==> src/hw/rtl/lfe_pkg.sv <==
// Types, constants and arithmetic helpers of the light flicker effect engine.
`default_nettype none

package lfe_pkg;

	localparam int COLOR_FRAC_BITS = 12;
	localparam int TIME_FRAC_BITS  = 12;

	localparam int LEVEL_W = 13;
	localparam int TIME_W  = 12;
	localparam int RAND_W  = 16;
	localparam int COUNT_W = 14;
	localparam int STEP_W  = 14;
	localparam int ADDR_W  = 4;
	localparam int DATA_W  = 32;
	localparam int NUM_CH  = 3;

	// Fixed-point constants, rounded to the nearest code.
	localparam int ONE_C        = 1 << COLOR_FRAC_BITS;
	localparam int C_HALF       = ((1 << COLOR_FRAC_BITS) + 1) / 2;
	localparam int C_GREEN_MIN  = ((6 << COLOR_FRAC_BITS) + 5) / 10;
	localparam int C_GREEN_SPAN = ((4 << COLOR_FRAC_BITS) + 5) / 10;
	localparam int C_JIT_MIN    = ((1 << COLOR_FRAC_BITS) + 5) / 10;
	localparam int C_JIT_SPAN   = ((2 << COLOR_FRAC_BITS) + 5) / 10;
	localparam int T_FLICK_MIN  = ((5 << TIME_FRAC_BITS) + 50) / 100;
	localparam int T_FLICK_SPAN = ((2 << TIME_FRAC_BITS) + 5) / 10;
	localparam int T_SLOW_MIN   = ((2 << TIME_FRAC_BITS) + 5) / 10;
	localparam int T_SLOW_SPAN  = ((3 << TIME_FRAC_BITS) + 5) / 10;
	localparam int T_ERR_SPAN   = ((1 << TIME_FRAC_BITS) + 5) / 10;
	localparam int T_QUARTER    = ((1 << TIME_FRAC_BITS) + 2) / 4;

	localparam logic [LEVEL_W-1:0] ONE_LEVEL = LEVEL_W'(ONE_C);

	typedef enum logic [1:0] {
		MODE_FLICKER  = 2'd0,
		MODE_SLOW     = 2'd1,
		MODE_ERRATIC  = 2'd2,
		MODE_CAULDRON = 2'd3
	} mode_t;

	typedef enum logic [1:0] {
		REG_MODE       = 2'd0,
		REG_BASE_RED   = 2'd1,
		REG_BASE_GREEN = 2'd2,
		REG_BASE_BLUE  = 2'd3
	} reg_idx_t;

	typedef struct packed {
		logic [TIME_W-1:0] elapsed;
		logic [RAND_W-1:0] rand_period;
		logic [RAND_W-1:0] rand_red;
		logic [RAND_W-1:0] rand_green;
		logic [RAND_W-1:0] rand_blue;
	} tick_t;

	typedef struct packed {
		logic [LEVEL_W-1:0] out_red;
		logic [LEVEL_W-1:0] out_green;
		logic [LEVEL_W-1:0] out_blue;
		logic               color_updated;
	} result_t;

	typedef struct packed {
		mode_t                           mode;
		logic [NUM_CH-1:0][LEVEL_W-1:0] base;
	} cfg_t;

	// Floor of k * r / 65536.
	function automatic logic [LEVEL_W-1:0] rand_scale(input logic [LEVEL_W-1:0] k,
			input logic [RAND_W-1:0] r);
		logic [LEVEL_W+RAND_W-1:0] p;
		p = (LEVEL_W+RAND_W)'(k) * (LEVEL_W+RAND_W)'(r);
		return p[LEVEL_W+RAND_W-1:RAND_W];
	endfunction

	function automatic logic [LEVEL_W-1:0] clamp_unit(input logic signed [LEVEL_W:0] v);
		logic [LEVEL_W-1:0] res;
		if (v[LEVEL_W])
			res = '0;
		else if (v[LEVEL_W-1:0] > ONE_LEVEL)
			res = ONE_LEVEL;
		else
			res = v[LEVEL_W-1:0];
		return res;
	endfunction

	// Move cur toward tgt by amt; land on tgt rather than pass it.
	function automatic logic [LEVEL_W-1:0] slew(input logic [LEVEL_W-1:0] cur,
			input logic [LEVEL_W-1:0] tgt, input logic [STEP_W-1:0] amt);
		logic [LEVEL_W-1:0] gap;
		logic [LEVEL_W-1:0] res;
		gap = '0;
		res = cur;
		if (cur > tgt) begin
			gap = cur - tgt;
			if (STEP_W'(gap) <= amt)
				res = tgt;
			else
				res = cur - amt[LEVEL_W-1:0];
		end else if (cur < tgt) begin
			gap = tgt - cur;
			if (STEP_W'(gap) <= amt)
				res = tgt;
			else
				res = cur + amt[LEVEL_W-1:0];
		end
		return res;
	endfunction

endpackage

`default_nettype wire

==> src/hw/rtl/lfe_cfg_regs.sv <==
// Configuration register file behind the APB-style port.
`default_nettype none

module lfe_cfg_regs (
	input  wire logic                         clk,
	input  wire logic                         arst_n,
	input  wire logic                         psel,
	input  wire logic                         penable,
	input  wire logic                         pwrite,
	input  wire logic [lfe_pkg::ADDR_W-1:0]   paddr,
	input  wire logic [lfe_pkg::DATA_W-1:0]   pwdata,
	output logic      [lfe_pkg::DATA_W-1:0]   prdata,
	output lfe_pkg::cfg_t                     cfg
);

	lfe_pkg::cfg_t     cfg_q;
	lfe_pkg::reg_idx_t idx;
	logic              wr_en;

	assign idx   = lfe_pkg::reg_idx_t'(paddr[lfe_pkg::ADDR_W-1:2]);
	assign wr_en = psel && penable && pwrite;
	assign cfg   = cfg_q;

	always_ff @(posedge clk or negedge arst_n) begin
		if (!arst_n) begin
			cfg_q.mode <= lfe_pkg::MODE_FLICKER;
			cfg_q.base <= {lfe_pkg::NUM_CH{lfe_pkg::ONE_LEVEL}};
		end else if (wr_en) begin
			case (idx)
				lfe_pkg::REG_MODE:       cfg_q.mode    <= lfe_pkg::mode_t'(pwdata[1:0]);
				lfe_pkg::REG_BASE_RED:   cfg_q.base[0] <= pwdata[lfe_pkg::LEVEL_W-1:0];
				lfe_pkg::REG_BASE_GREEN: cfg_q.base[1] <= pwdata[lfe_pkg::LEVEL_W-1:0];
				lfe_pkg::REG_BASE_BLUE:  cfg_q.base[2] <= pwdata[lfe_pkg::LEVEL_W-1:0];
				default: ;
			endcase
		end
	end

	always_comb begin
		case (idx)
			lfe_pkg::REG_MODE:       prdata = lfe_pkg::DATA_W'(cfg_q.mode);
			lfe_pkg::REG_BASE_RED:   prdata = lfe_pkg::DATA_W'(cfg_q.base[0]);
			lfe_pkg::REG_BASE_GREEN: prdata = lfe_pkg::DATA_W'(cfg_q.base[1]);
			lfe_pkg::REG_BASE_BLUE:  prdata = lfe_pkg::DATA_W'(cfg_q.base[2]);
			default:                 prdata = '0;
		endcase
	end

endmodule

`default_nettype wire

==> src/hw/rtl/lfe_datapath.sv <==
// Effect state (countdown, levels, targets) and the per-request update logic.
`default_nettype none

module lfe_datapath (
	input  wire logic            clk,
	input  wire logic            arst_n,
	input  wire logic            advance,
	input  wire lfe_pkg::tick_t  tick,
	input  wire lfe_pkg::cfg_t   cfg,
	output lfe_pkg::result_t     result_n
);

	localparam int LW = lfe_pkg::LEVEL_W;
	localparam int CW = lfe_pkg::COUNT_W;
	localparam int SW = lfe_pkg::STEP_W;
	localparam int NC = lfe_pkg::NUM_CH;

	logic signed [CW-1:0]   countdown_q;
	logic        [LW-1:0]   level_q  [NC];
	logic        [LW-1:0]   target_q [NC];

	logic signed [CW-1:0]   dec;
	logic                   expired;
	logic signed [CW-1:0]   countdown_n;
	logic        [LW-1:0]   level_n  [NC];
	logic        [LW-1:0]   target_n [NC];
	logic        [LW-1:0]   tgt_new  [NC];
	logic        [LW-1:0]   tgt_use  [NC];
	logic        [LW-1:0]   flick    [NC];
	logic        [lfe_pkg::RAND_W-1:0] jit_rand [NC];
	logic        [SW-1:0]   step_raw;
	logic        [SW-1:0]   amt;
	logic        [LW-1:0]   min_t;
	logic        [LW-1:0]   span_t;
	logic signed [CW-1:0]   reload;
	logic                   updated;

	assign dec     = countdown_q - $signed(CW'(tick.elapsed));
	assign expired = dec[CW-1] || (dec == '0);

	// Slew step: 3 * elapsed, moved from time to colour format.
	assign step_raw = SW'(tick.elapsed) + SW'({tick.elapsed, 1'b0});
	assign amt = (lfe_pkg::COLOR_FRAC_BITS >= lfe_pkg::TIME_FRAC_BITS)
		? step_raw << (lfe_pkg::COLOR_FRAC_BITS - lfe_pkg::TIME_FRAC_BITS)
		: step_raw >> (lfe_pkg::TIME_FRAC_BITS - lfe_pkg::COLOR_FRAC_BITS);

	assign tgt_new[0] = lfe_pkg::rand_scale(LW'(lfe_pkg::C_HALF), tick.rand_period);
	assign tgt_new[1] = LW'(lfe_pkg::C_GREEN_MIN)
		+ lfe_pkg::rand_scale(LW'(lfe_pkg::C_GREEN_SPAN), tick.rand_red);
	assign tgt_new[2] = lfe_pkg::rand_scale(LW'(lfe_pkg::C_HALF), tick.rand_green);

	assign jit_rand[0] = tick.rand_red;
	assign jit_rand[1] = tick.rand_green;
	assign jit_rand[2] = tick.rand_blue;

	always_comb begin
		case (cfg.mode)
			lfe_pkg::MODE_FLICKER: begin
				min_t  = LW'(lfe_pkg::T_FLICK_MIN);
				span_t = LW'(lfe_pkg::T_FLICK_SPAN);
			end
			lfe_pkg::MODE_SLOW: begin
				min_t  = LW'(lfe_pkg::T_SLOW_MIN);
				span_t = LW'(lfe_pkg::T_SLOW_SPAN);
			end
			default: begin
				min_t  = '0;
				span_t = LW'(lfe_pkg::T_ERR_SPAN);
			end
		endcase
	end

	assign reload = $signed(CW'(min_t + lfe_pkg::rand_scale(span_t, tick.rand_period)));

	always_comb begin
		for (int i = 0; i < NC; i++) begin
			flick[i] = lfe_pkg::clamp_unit($signed({1'b0, cfg.base[i]})
				- $signed((LW+1)'(LW'(lfe_pkg::C_JIT_MIN)
				+ lfe_pkg::rand_scale(LW'(lfe_pkg::C_JIT_SPAN), jit_rand[i]))));
			tgt_use[i] = expired ? tgt_new[i] : target_q[i];
		end
	end

	always_comb begin
		target_n = target_q;
		if (cfg.mode == lfe_pkg::MODE_CAULDRON) begin
			countdown_n = expired ? $signed(CW'(lfe_pkg::T_QUARTER)) : dec;
			target_n    = tgt_use;
			for (int i = 0; i < NC; i++)
				level_n[i] = lfe_pkg::slew(level_q[i], tgt_use[i], amt);
			updated = 1'b1;
		end else begin
			countdown_n = expired ? reload : dec;
			for (int i = 0; i < NC; i++)
				level_n[i] = expired ? flick[i] : level_q[i];
			updated     = expired;
		end
	end

	always_ff @(posedge clk or negedge arst_n) begin
		if (!arst_n) begin
			countdown_q <= '0;
			for (int i = 0; i < NC; i++) begin
				level_q[i]  <= '0;
				target_q[i] <= '0;
			end
		end else if (advance) begin
			countdown_q <= countdown_n;
			level_q     <= level_n;
			target_q    <= target_n;
		end
	end

	assign result_n.out_red       = level_n[0];
	assign result_n.out_green     = level_n[1];
	assign result_n.out_blue      = level_n[2];
	assign result_n.color_updated = updated;

endmodule

`default_nettype wire

==> src/hw/rtl/light_flicker_effect_engine.sv <==
// Top level of the light flicker effect engine: request and result registers.
//
//  channel   | handshake                  | payload
//  ----------+----------------------------+------------------------------------
//  tick      | tick_valid / tick_ready    | tick_t: elapsed, four random words
//  result    | result_valid / result_ready| result_t: three levels, updated flag
//  config    | psel/penable/pwrite/pready | paddr, pwdata, prdata (4 registers)
//
// One request per cycle while the output register is free or draining; a request
// waits in the input register, and its result is registered in the output register.
// The countdown, levels and targets update from the input register as it advances.
// A stalled result holds the output register; the input register still drains into
// it as soon as the result is taken, so tick_ready stays high while results flow.
// Reset clears the state to zero, mode to flicker, base levels to 1.0.
`default_nettype none

module light_flicker_effect_engine (
	input  wire logic                         clk,
	input  wire logic                         arst_n,
	input  wire logic                         tick_valid,
	output logic                              tick_ready,
	input  wire lfe_pkg::tick_t               tick,
	output logic                              result_valid,
	input  wire logic                         result_ready,
	output lfe_pkg::result_t                  result,
	input  wire logic                         psel,
	input  wire logic                         penable,
	input  wire logic                         pwrite,
	input  wire logic [lfe_pkg::ADDR_W-1:0]   paddr,
	input  wire logic [lfe_pkg::DATA_W-1:0]   pwdata,
	output logic      [lfe_pkg::DATA_W-1:0]   prdata,
	output logic                              pready
);

	lfe_pkg::cfg_t    cfg;
	lfe_pkg::tick_t   tick_s1;
	logic             valid_s1;
	lfe_pkg::result_t result_n;
	lfe_pkg::result_t result_q;
	logic             result_valid_q;
	logic             advance;

	assign pready = 1'b1;

	lfe_cfg_regs u_regs (
		.clk     (clk),
		.arst_n  (arst_n),
		.psel    (psel),
		.penable (penable),
		.pwrite  (pwrite),
		.paddr   (paddr),
		.pwdata  (pwdata),
		.prdata  (prdata),
		.cfg     (cfg)
	);

	lfe_datapath u_dp (
		.clk      (clk),
		.arst_n   (arst_n),
		.advance  (advance),
		.tick     (tick_s1),
		.cfg      (cfg),
		.result_n (result_n)
	);

	// Advance the held request once the output register is free or draining.
	assign advance    = valid_s1 && (!result_valid_q || result_ready);
	assign tick_ready = !valid_s1 || advance;

	always_ff @(posedge clk or negedge arst_n) begin
		if (!arst_n) begin
			valid_s1       <= 1'b0;
			result_valid_q <= 1'b0;
		end else begin
			if (tick_ready)
				valid_s1 <= tick_valid;
			if (advance)
				result_valid_q <= 1'b1;
			else if (result_ready)
				result_valid_q <= 1'b0;
		end
	end

	always_ff @(posedge clk) begin
		if (tick_valid && tick_ready)
			tick_s1 <= tick;
		if (advance)
			result_q <= result_n;
	end

	assign result_valid = result_valid_q;
	assign result       = result_q;

endmodule

`default_nettype wire

==> config.mk <==
export PLATFORM = sky130hd
export DESIGN_NAME = light_flicker_effect_engine
export DESIGN_NICKNAME = d
export VERILOG_FILES = /design/src/hw/rtl/lfe_pkg.sv /design/src/hw/rtl/lfe_cfg_regs.sv /design/src/hw/rtl/lfe_datapath.sv /design/src/hw/rtl/light_flicker_effect_engine.sv
export SDC_FILE = /design/constraint.sdc
export NUM_CORES = 2
export LEC_CHECK = 0
export BUFFER_PORTS_ARGS = -buffer_cell sky130_fd_sc_hd__buf_2
export CORE_MARGIN = 2
export CORE_UTILIZATION = 65
export DETAILED_ROUTE_END_ITERATION = 16
export PLACE_DENSITY = 0.81
export SETUP_SLACK_MARGIN = 0.02
export SYNTH_ARGS = -nofsm -noshare
export SYNTH_HDL_FRONTEND = slang
export SYNTH_SLANG_ARGS = --single-unit
==> constraint.sdc <==
create_clock -name clk -period 11.7 [get_ports clk]
set_clock_uncertainty 0.1 [all_clocks]
set_input_delay 1.17 -clock clk [delete_from_list [all_inputs] [get_ports clk]]
set_output_delay 1.17 -clock clk [all_outputs]
set_load 0.02 [all_outputs]
# Word level (Yosys, flattened, before mapping)
# Cells that the tools add are included.
dict set report word_totals {
  reg_bits 251
  in_bits 119
  output_inout_bits 75
  wordCells 120
}
dict set report classes {
  addsub 22
  multipliers 5
  order_cmp 15
  n_eq_ne 5
  n_mux 33
  reduce_logical 18
}
# operator count
set op_table {}
lappend op_table {{13-bit 2-to-1 mux} 24}
lappend op_table {{32-bit case mux with 4 select lines} 1}
lappend op_table {{13-bit subtractor} 9}
lappend op_table {{10-bit by 16-bit multiplier with 26-bit output (first input constant)} 4}
lappend op_table {{13-bit by 14-bit less-or-equal comparator with 1-bit output} 6}
lappend op_table {{14-bit 2-to-1 mux} 3}
lappend op_table {{14-bit subtractor} 3}
lappend op_table {{13-bit adder} 3}
lappend op_table {{13-bit greater-than comparator} 3}
lappend op_table {{13-bit greater-than comparator (second input constant)} 3}
lappend op_table {{13-bit less-than comparator} 3}
lappend op_table {{39-bit 2-to-1 mux} 1}
lappend op_table {{9-bit by 10-bit adder with 11-bit output (first input constant)} 3}
lappend op_table {{11-bit by 16-bit multiplier with 27-bit output} 1}
lappend op_table {{11-bit case mux with 2 select lines} 1}
lappend op_table {{10-bit case mux with 2 select lines} 1}
lappend op_table {{10-bit by 13-bit adder with 14-bit output} 1}
lappend op_table {{12-bit by 13-bit adder with 14-bit output} 1}
lappend op_table {{14-bit zero test} 1}
lappend op_table {{14-bit by 13-bit subtractor with 14-bit output} 1}
lappend op_table {{12-bit by 11-bit adder with 13-bit output (first input constant)} 1}
lappend op_table {{2-bit AND reduction} 5}
lappend op_table {{2-bit == test (second input constant)} 3}
lappend op_table {{2-bit by 1-bit == test with 1-bit output (second input constant)} 2}
lappend op_table {{other kinds (6)} 14}

# Longest topological paths before layout
dict set report depth {
  depth_word 10
  depth_mapped 44
  ltp_nobuf 41
}

# Cells and area by module
# From an unflattened synthesis, not the netlist that was laid out.
dict set report hier_totals {
  cells_unflattened 3973
  hier_area_um2 36816.6
}
# module instances cells_each area_per_inst_um2 seq_area_each_um2
set modules_own_cells {}
lappend modules_own_cells {lfe_datapath 1 3706 31144.9 2302.2}
lappend modules_own_cells {light_flicker_effect_engine 1 126 3598.5 3533.4}
lappend modules_own_cells {lfe_cfg_regs 1 141 2073.2 1029.7}

# Least setup slack after synthesis
# No wires, ideal clock.
dict set report synth_path {
  path_kind {register -> register}
  from {register tick_s1[39] (netlist name)}
  to {register result_q, in the netlist result[20], data pin}
  setup_ns 0.270
  arrival_time_ns 9.398
  required_time_ns 11.330
  setup_slack_ns 1.931
  stages_incl_launch_ff 41
  path_buffers 2
  period_less_slack_ns 9.769
  path_cell_list {edfxtp_1 -> ha_1 -> fa_1 -> inv_1 -> fa_1 -> inv_1 -> fa_1 -> inv_1 -> fa_1 -> inv_1 -> ha_1 -> a21o_1 -> a31o_2 -> a211oi_1 -> a211oi_1 -> a211oi_2 -> inv_1 -> ha_1 -> (+5 left out) -> clkdlybuf4s50_2 -> and2_1 -> a221oi_2 -> o21ai_0 -> a21o_1 -> a21oi_1 -> xnor2_1 -> ha_1 -> and3_1 -> nand3_1 -> o21a_1 -> or3_1 -> buf_1 -> nand2_1 -> o21ai_1 -> a21boi_1 -> a222oi_1 -> a21oi_1}
}
# item line_no
set synth_lines {}
lappend synth_lines {{from (decl)} light_flicker_effect_engine.sv:36} ;# lfe_pkg::tick_t tick_s1;
lappend synth_lines {{from (signal assigned)} light_flicker_effect_engine.sv:86} ;# tick_s1 <= tick;
lappend synth_lines {{to (signal assigned)} light_flicker_effect_engine.sv:88} ;# result_q <= result_n;
lappend synth_lines {{to (decl)} light_flicker_effect_engine.sv:39} ;# lfe_pkg::result_t result_q;

==> results by group <==
Clock network
  – Reg clk slew, reported paths: around 60 ps
  – Clock sink count: roughly 250
  – Post-CTS setup buffers: 0
  – Root Driver: clkbuf_16
  – Clock tree from TritonCTS: built
  – Post-cts hold buffer count: 0
  – Cts repair resizes: 0
  – Maximum root-to-sink buffer count: 3
  – Total CTS buffers: 34
  – Clk_lat worst skew: roughly 580 ps
  – # H-tree levels: 2

STA
  – Worst slew margin: 24.8%
  – RSZ-0062 raised after global routing: false
  – Count of pins over their slew limit: 0
  – Setup TNS after final layout: 0 ps
  – Final setup fails: 0
  – Fin crit share: 93.9%
  – Fin crit period: roughly 11000 ps
  – Highest Clock Rate: between 90 and 100 MHz
  – Worst-Margin Slew: 1100 ps
  – Final hold vios: 0

Min path
  – HP Start: u_dp.target_q[25]
  – WHS Path Cells: 2
  – Hold crit path type: reg2reg

Yosys
  – Area of the mapped netlist: 36700 um2
  – Unique masters post-synth: ~110
  – #FFs+latches synth: 251
  – Cell count after synthesis: 3983
  – Number of synthesized flops with an enable pin: 116
  – FFs w/ async S/R, synth: 53.8%
  – Ys flop type: dfrtp_1
  – Syn avg cell area: 9.22 um2
  – Synth warnings: 0
  – Seq/Total Area, Yosys: a little under a fifth

Route
  – Vias: 29900
  – M1 WL: 43800 um
  – # DRC: 0
  – Post-route ant nets: 0
  – Met3 WL: 9740 um
  – First-pass iteration count of the detailed router: 6
  – DRT iter0 DRCs: a little under 3000
  – Met2 wire len: 43300 um
  – Final wirelength: 99900 um
  – Per-cell routed wire length: 20.5 um
  – DR vias/cell: 6.14
  – Highest Signal Layer: met5

Worst setup path
  – Crit path depth: 40
  – CP max stage delay: 670 ps
  – WP buf/inv: 4
  – Reg2Reg Depth: 40
  – CP max FO: 8
  – Worst Path Arrival: between 10000 and 15000 ps
  – Crit path launch type: flop
  – Slowest stage cell, crit path: o21ai_0
  – Top cell by count, worst path: ha_1
  – Crit path kind: reg2reg
  – Critical Path Start: tick_s1[36]
  – RR Startpoint: tick_s1[36]
  – CP Capture Type: flop
  – Top delay family on crit path: compound AO/OA/AOI/OAI gates
  – WP data required: 11870 ps

Global routing
  – First-pass GRT wire length: about 160000 um
  – Initial antenna violation count: 3
  – Vias in the first global route: about 29000
  – GRT overflow: 0
  – Largest net degree at the start of global routing: 95
  – Total GRT Usage: between 30% and 40%

Floorplanning
  – Die Wd: between 200 and 250 um
  – Chip Height: 242 um
  – Rows: 87
  – Io pins: 194
  – Initial core utilization: 65.4%
  – Core ar.: 56200 um2
  – DIE AREA: slightly below 60000 um2

Finish
  – Fraction of layout cells with a size suffix above 1: 9.56%
  – Nets: 5086
  – Area of the multi-input gates: 27300 um2
  – Commonest non-fill, non-tap cell in the layout: ha_1
  – Area Growth Syn to Fin: 7.12%
  – Total inserted antenna cells: 0
  – Core Util, Final: 70.0%
  – Commonest non-fill, non-tap cells in the layout: ha_1 (613), inv_1 (519), nand2_1 (299)
  – Register area: ~6900 um2
  – Filler cells: 4379

Placement
  – IO Port Bufs: 152
  – GP Congestion: 1.01
  – Dpl hpwl: between 70000 and 80000 um

Outcome
  – Status: finished clean

Job
  – Maxcap violations: 0
-- worst paths after layout --
kind	to	slack [ps]
hold / removal	u_dp.target_q[25]	370
max in group asynchronous	u_dp.target_q[30]	9460
min in group asynchronous	u_dp.target_q[0]	490
setup / recovery	result[20]	720
setup reg to reg	result[20]	720
hold reg to reg	u_dp.target_q[25]	370
-- through the flow --
| stage | instance area, um2 | worst slack [ps] | hold slack (ps) | instances |
|---|---|---|---|---|
| 3_3_place_gp | 38100 | 1160 | 355 | 4803 |
| 2_1_floorplan | 36800 | 1930 | 339 | 4001 |
| 4_1_cts | 39300 | 982 | 374 | 4865 |
| 6_report | 39300 | 716 | 371 | 4865 |
| 5_1_grt | 39300 | 219 | 386 | 4865 |
| 3_5_place_dp | 38100 | 1050 | 360 | 4803 |
-- cells in the mapped netlist (17+ instances only) --
cell type	n	area, um2
a211oi_1	40	300
a21o_1	84	631
a21oi_1	233	1170
a221oi_1	17	149
a22o_1	18	158
a22oi_1	19	143
a31oi_1	21	131
and2_1	25	156
and3_1	19	119
buf_4	22	165
clkbuf_1	93	349
dfrtp_1	132	3300
edfxtp_1	116	3480
fa_1	271	5430
ha_1	613	7670
inv_1	519	1950
mux2_2	68	766
mux2i_1	44	440
nand2_1	299	1120
nand2b_1	27	169
nand3_1	42	210
nand4_1	26	163
nor2_1	207	777
nor2b_1	86	538
nor3_1	58	290
o211ai_1	43	323
o21a_1	30	225
o21ai_0	176	881
o21bai_1	45	338
o221ai_1	21	184
o31ai_1	20	150
xnor2_1	169	1480
xor2_1	83	727
-- per-layer routing --
metal,vias to the layer above,track usage (%)
met5,-,0
met4,2,10.4
met2,1293,51.9
met1,14300,48.9
li1,14100,-
met3,175,7.60
-- state kept, by name, summed over array words and instances, names as in the netlist --
| register | flops |
|---|---|
| result | 40 |
| result_valid | 1 |
| tick_s1 | 76 |
| u_dp.countdown_q | 14 |
| u_dp.level_q | 39 |
| u_dp.target_q | 39 |
| u_regs.cfg | 41 |
| valid_s1 | 1 |
-- worst register-to-register path: cells and delay by family, from the launching register on --
family          cells  cell delay (ps)
compound gates     19             4850
fa+ha+maj           9             3330
simple gates        5             1060
flops               1              480
xor+xnor            3              460
buf+inv             4              360
-- logic make-up after synthesis --
group           share of synthesized area (%)
other cells                            0.0205
compound gates                           17.0
mux                                      3.79
fa+ha+maj                                35.7
simple gates                             11.4
flops                                    18.7
xor+xnor                                 6.10
buf+inv                                  7.27
-- area by class of cell --
class                   instances  share of cell area, %
clock inverters                13                  0.426
inverters                     523                   4.99
well taps                     756                   2.40
flip-flops and latches        251                   17.5
clock buffers                  49                   2.68
multi-input cells            3084                   69.4
repair buffers                189                   2.69
Power is not shown: default switching activity piles up to over one toggle a cycle in this logic, so the estimate is an artifact.
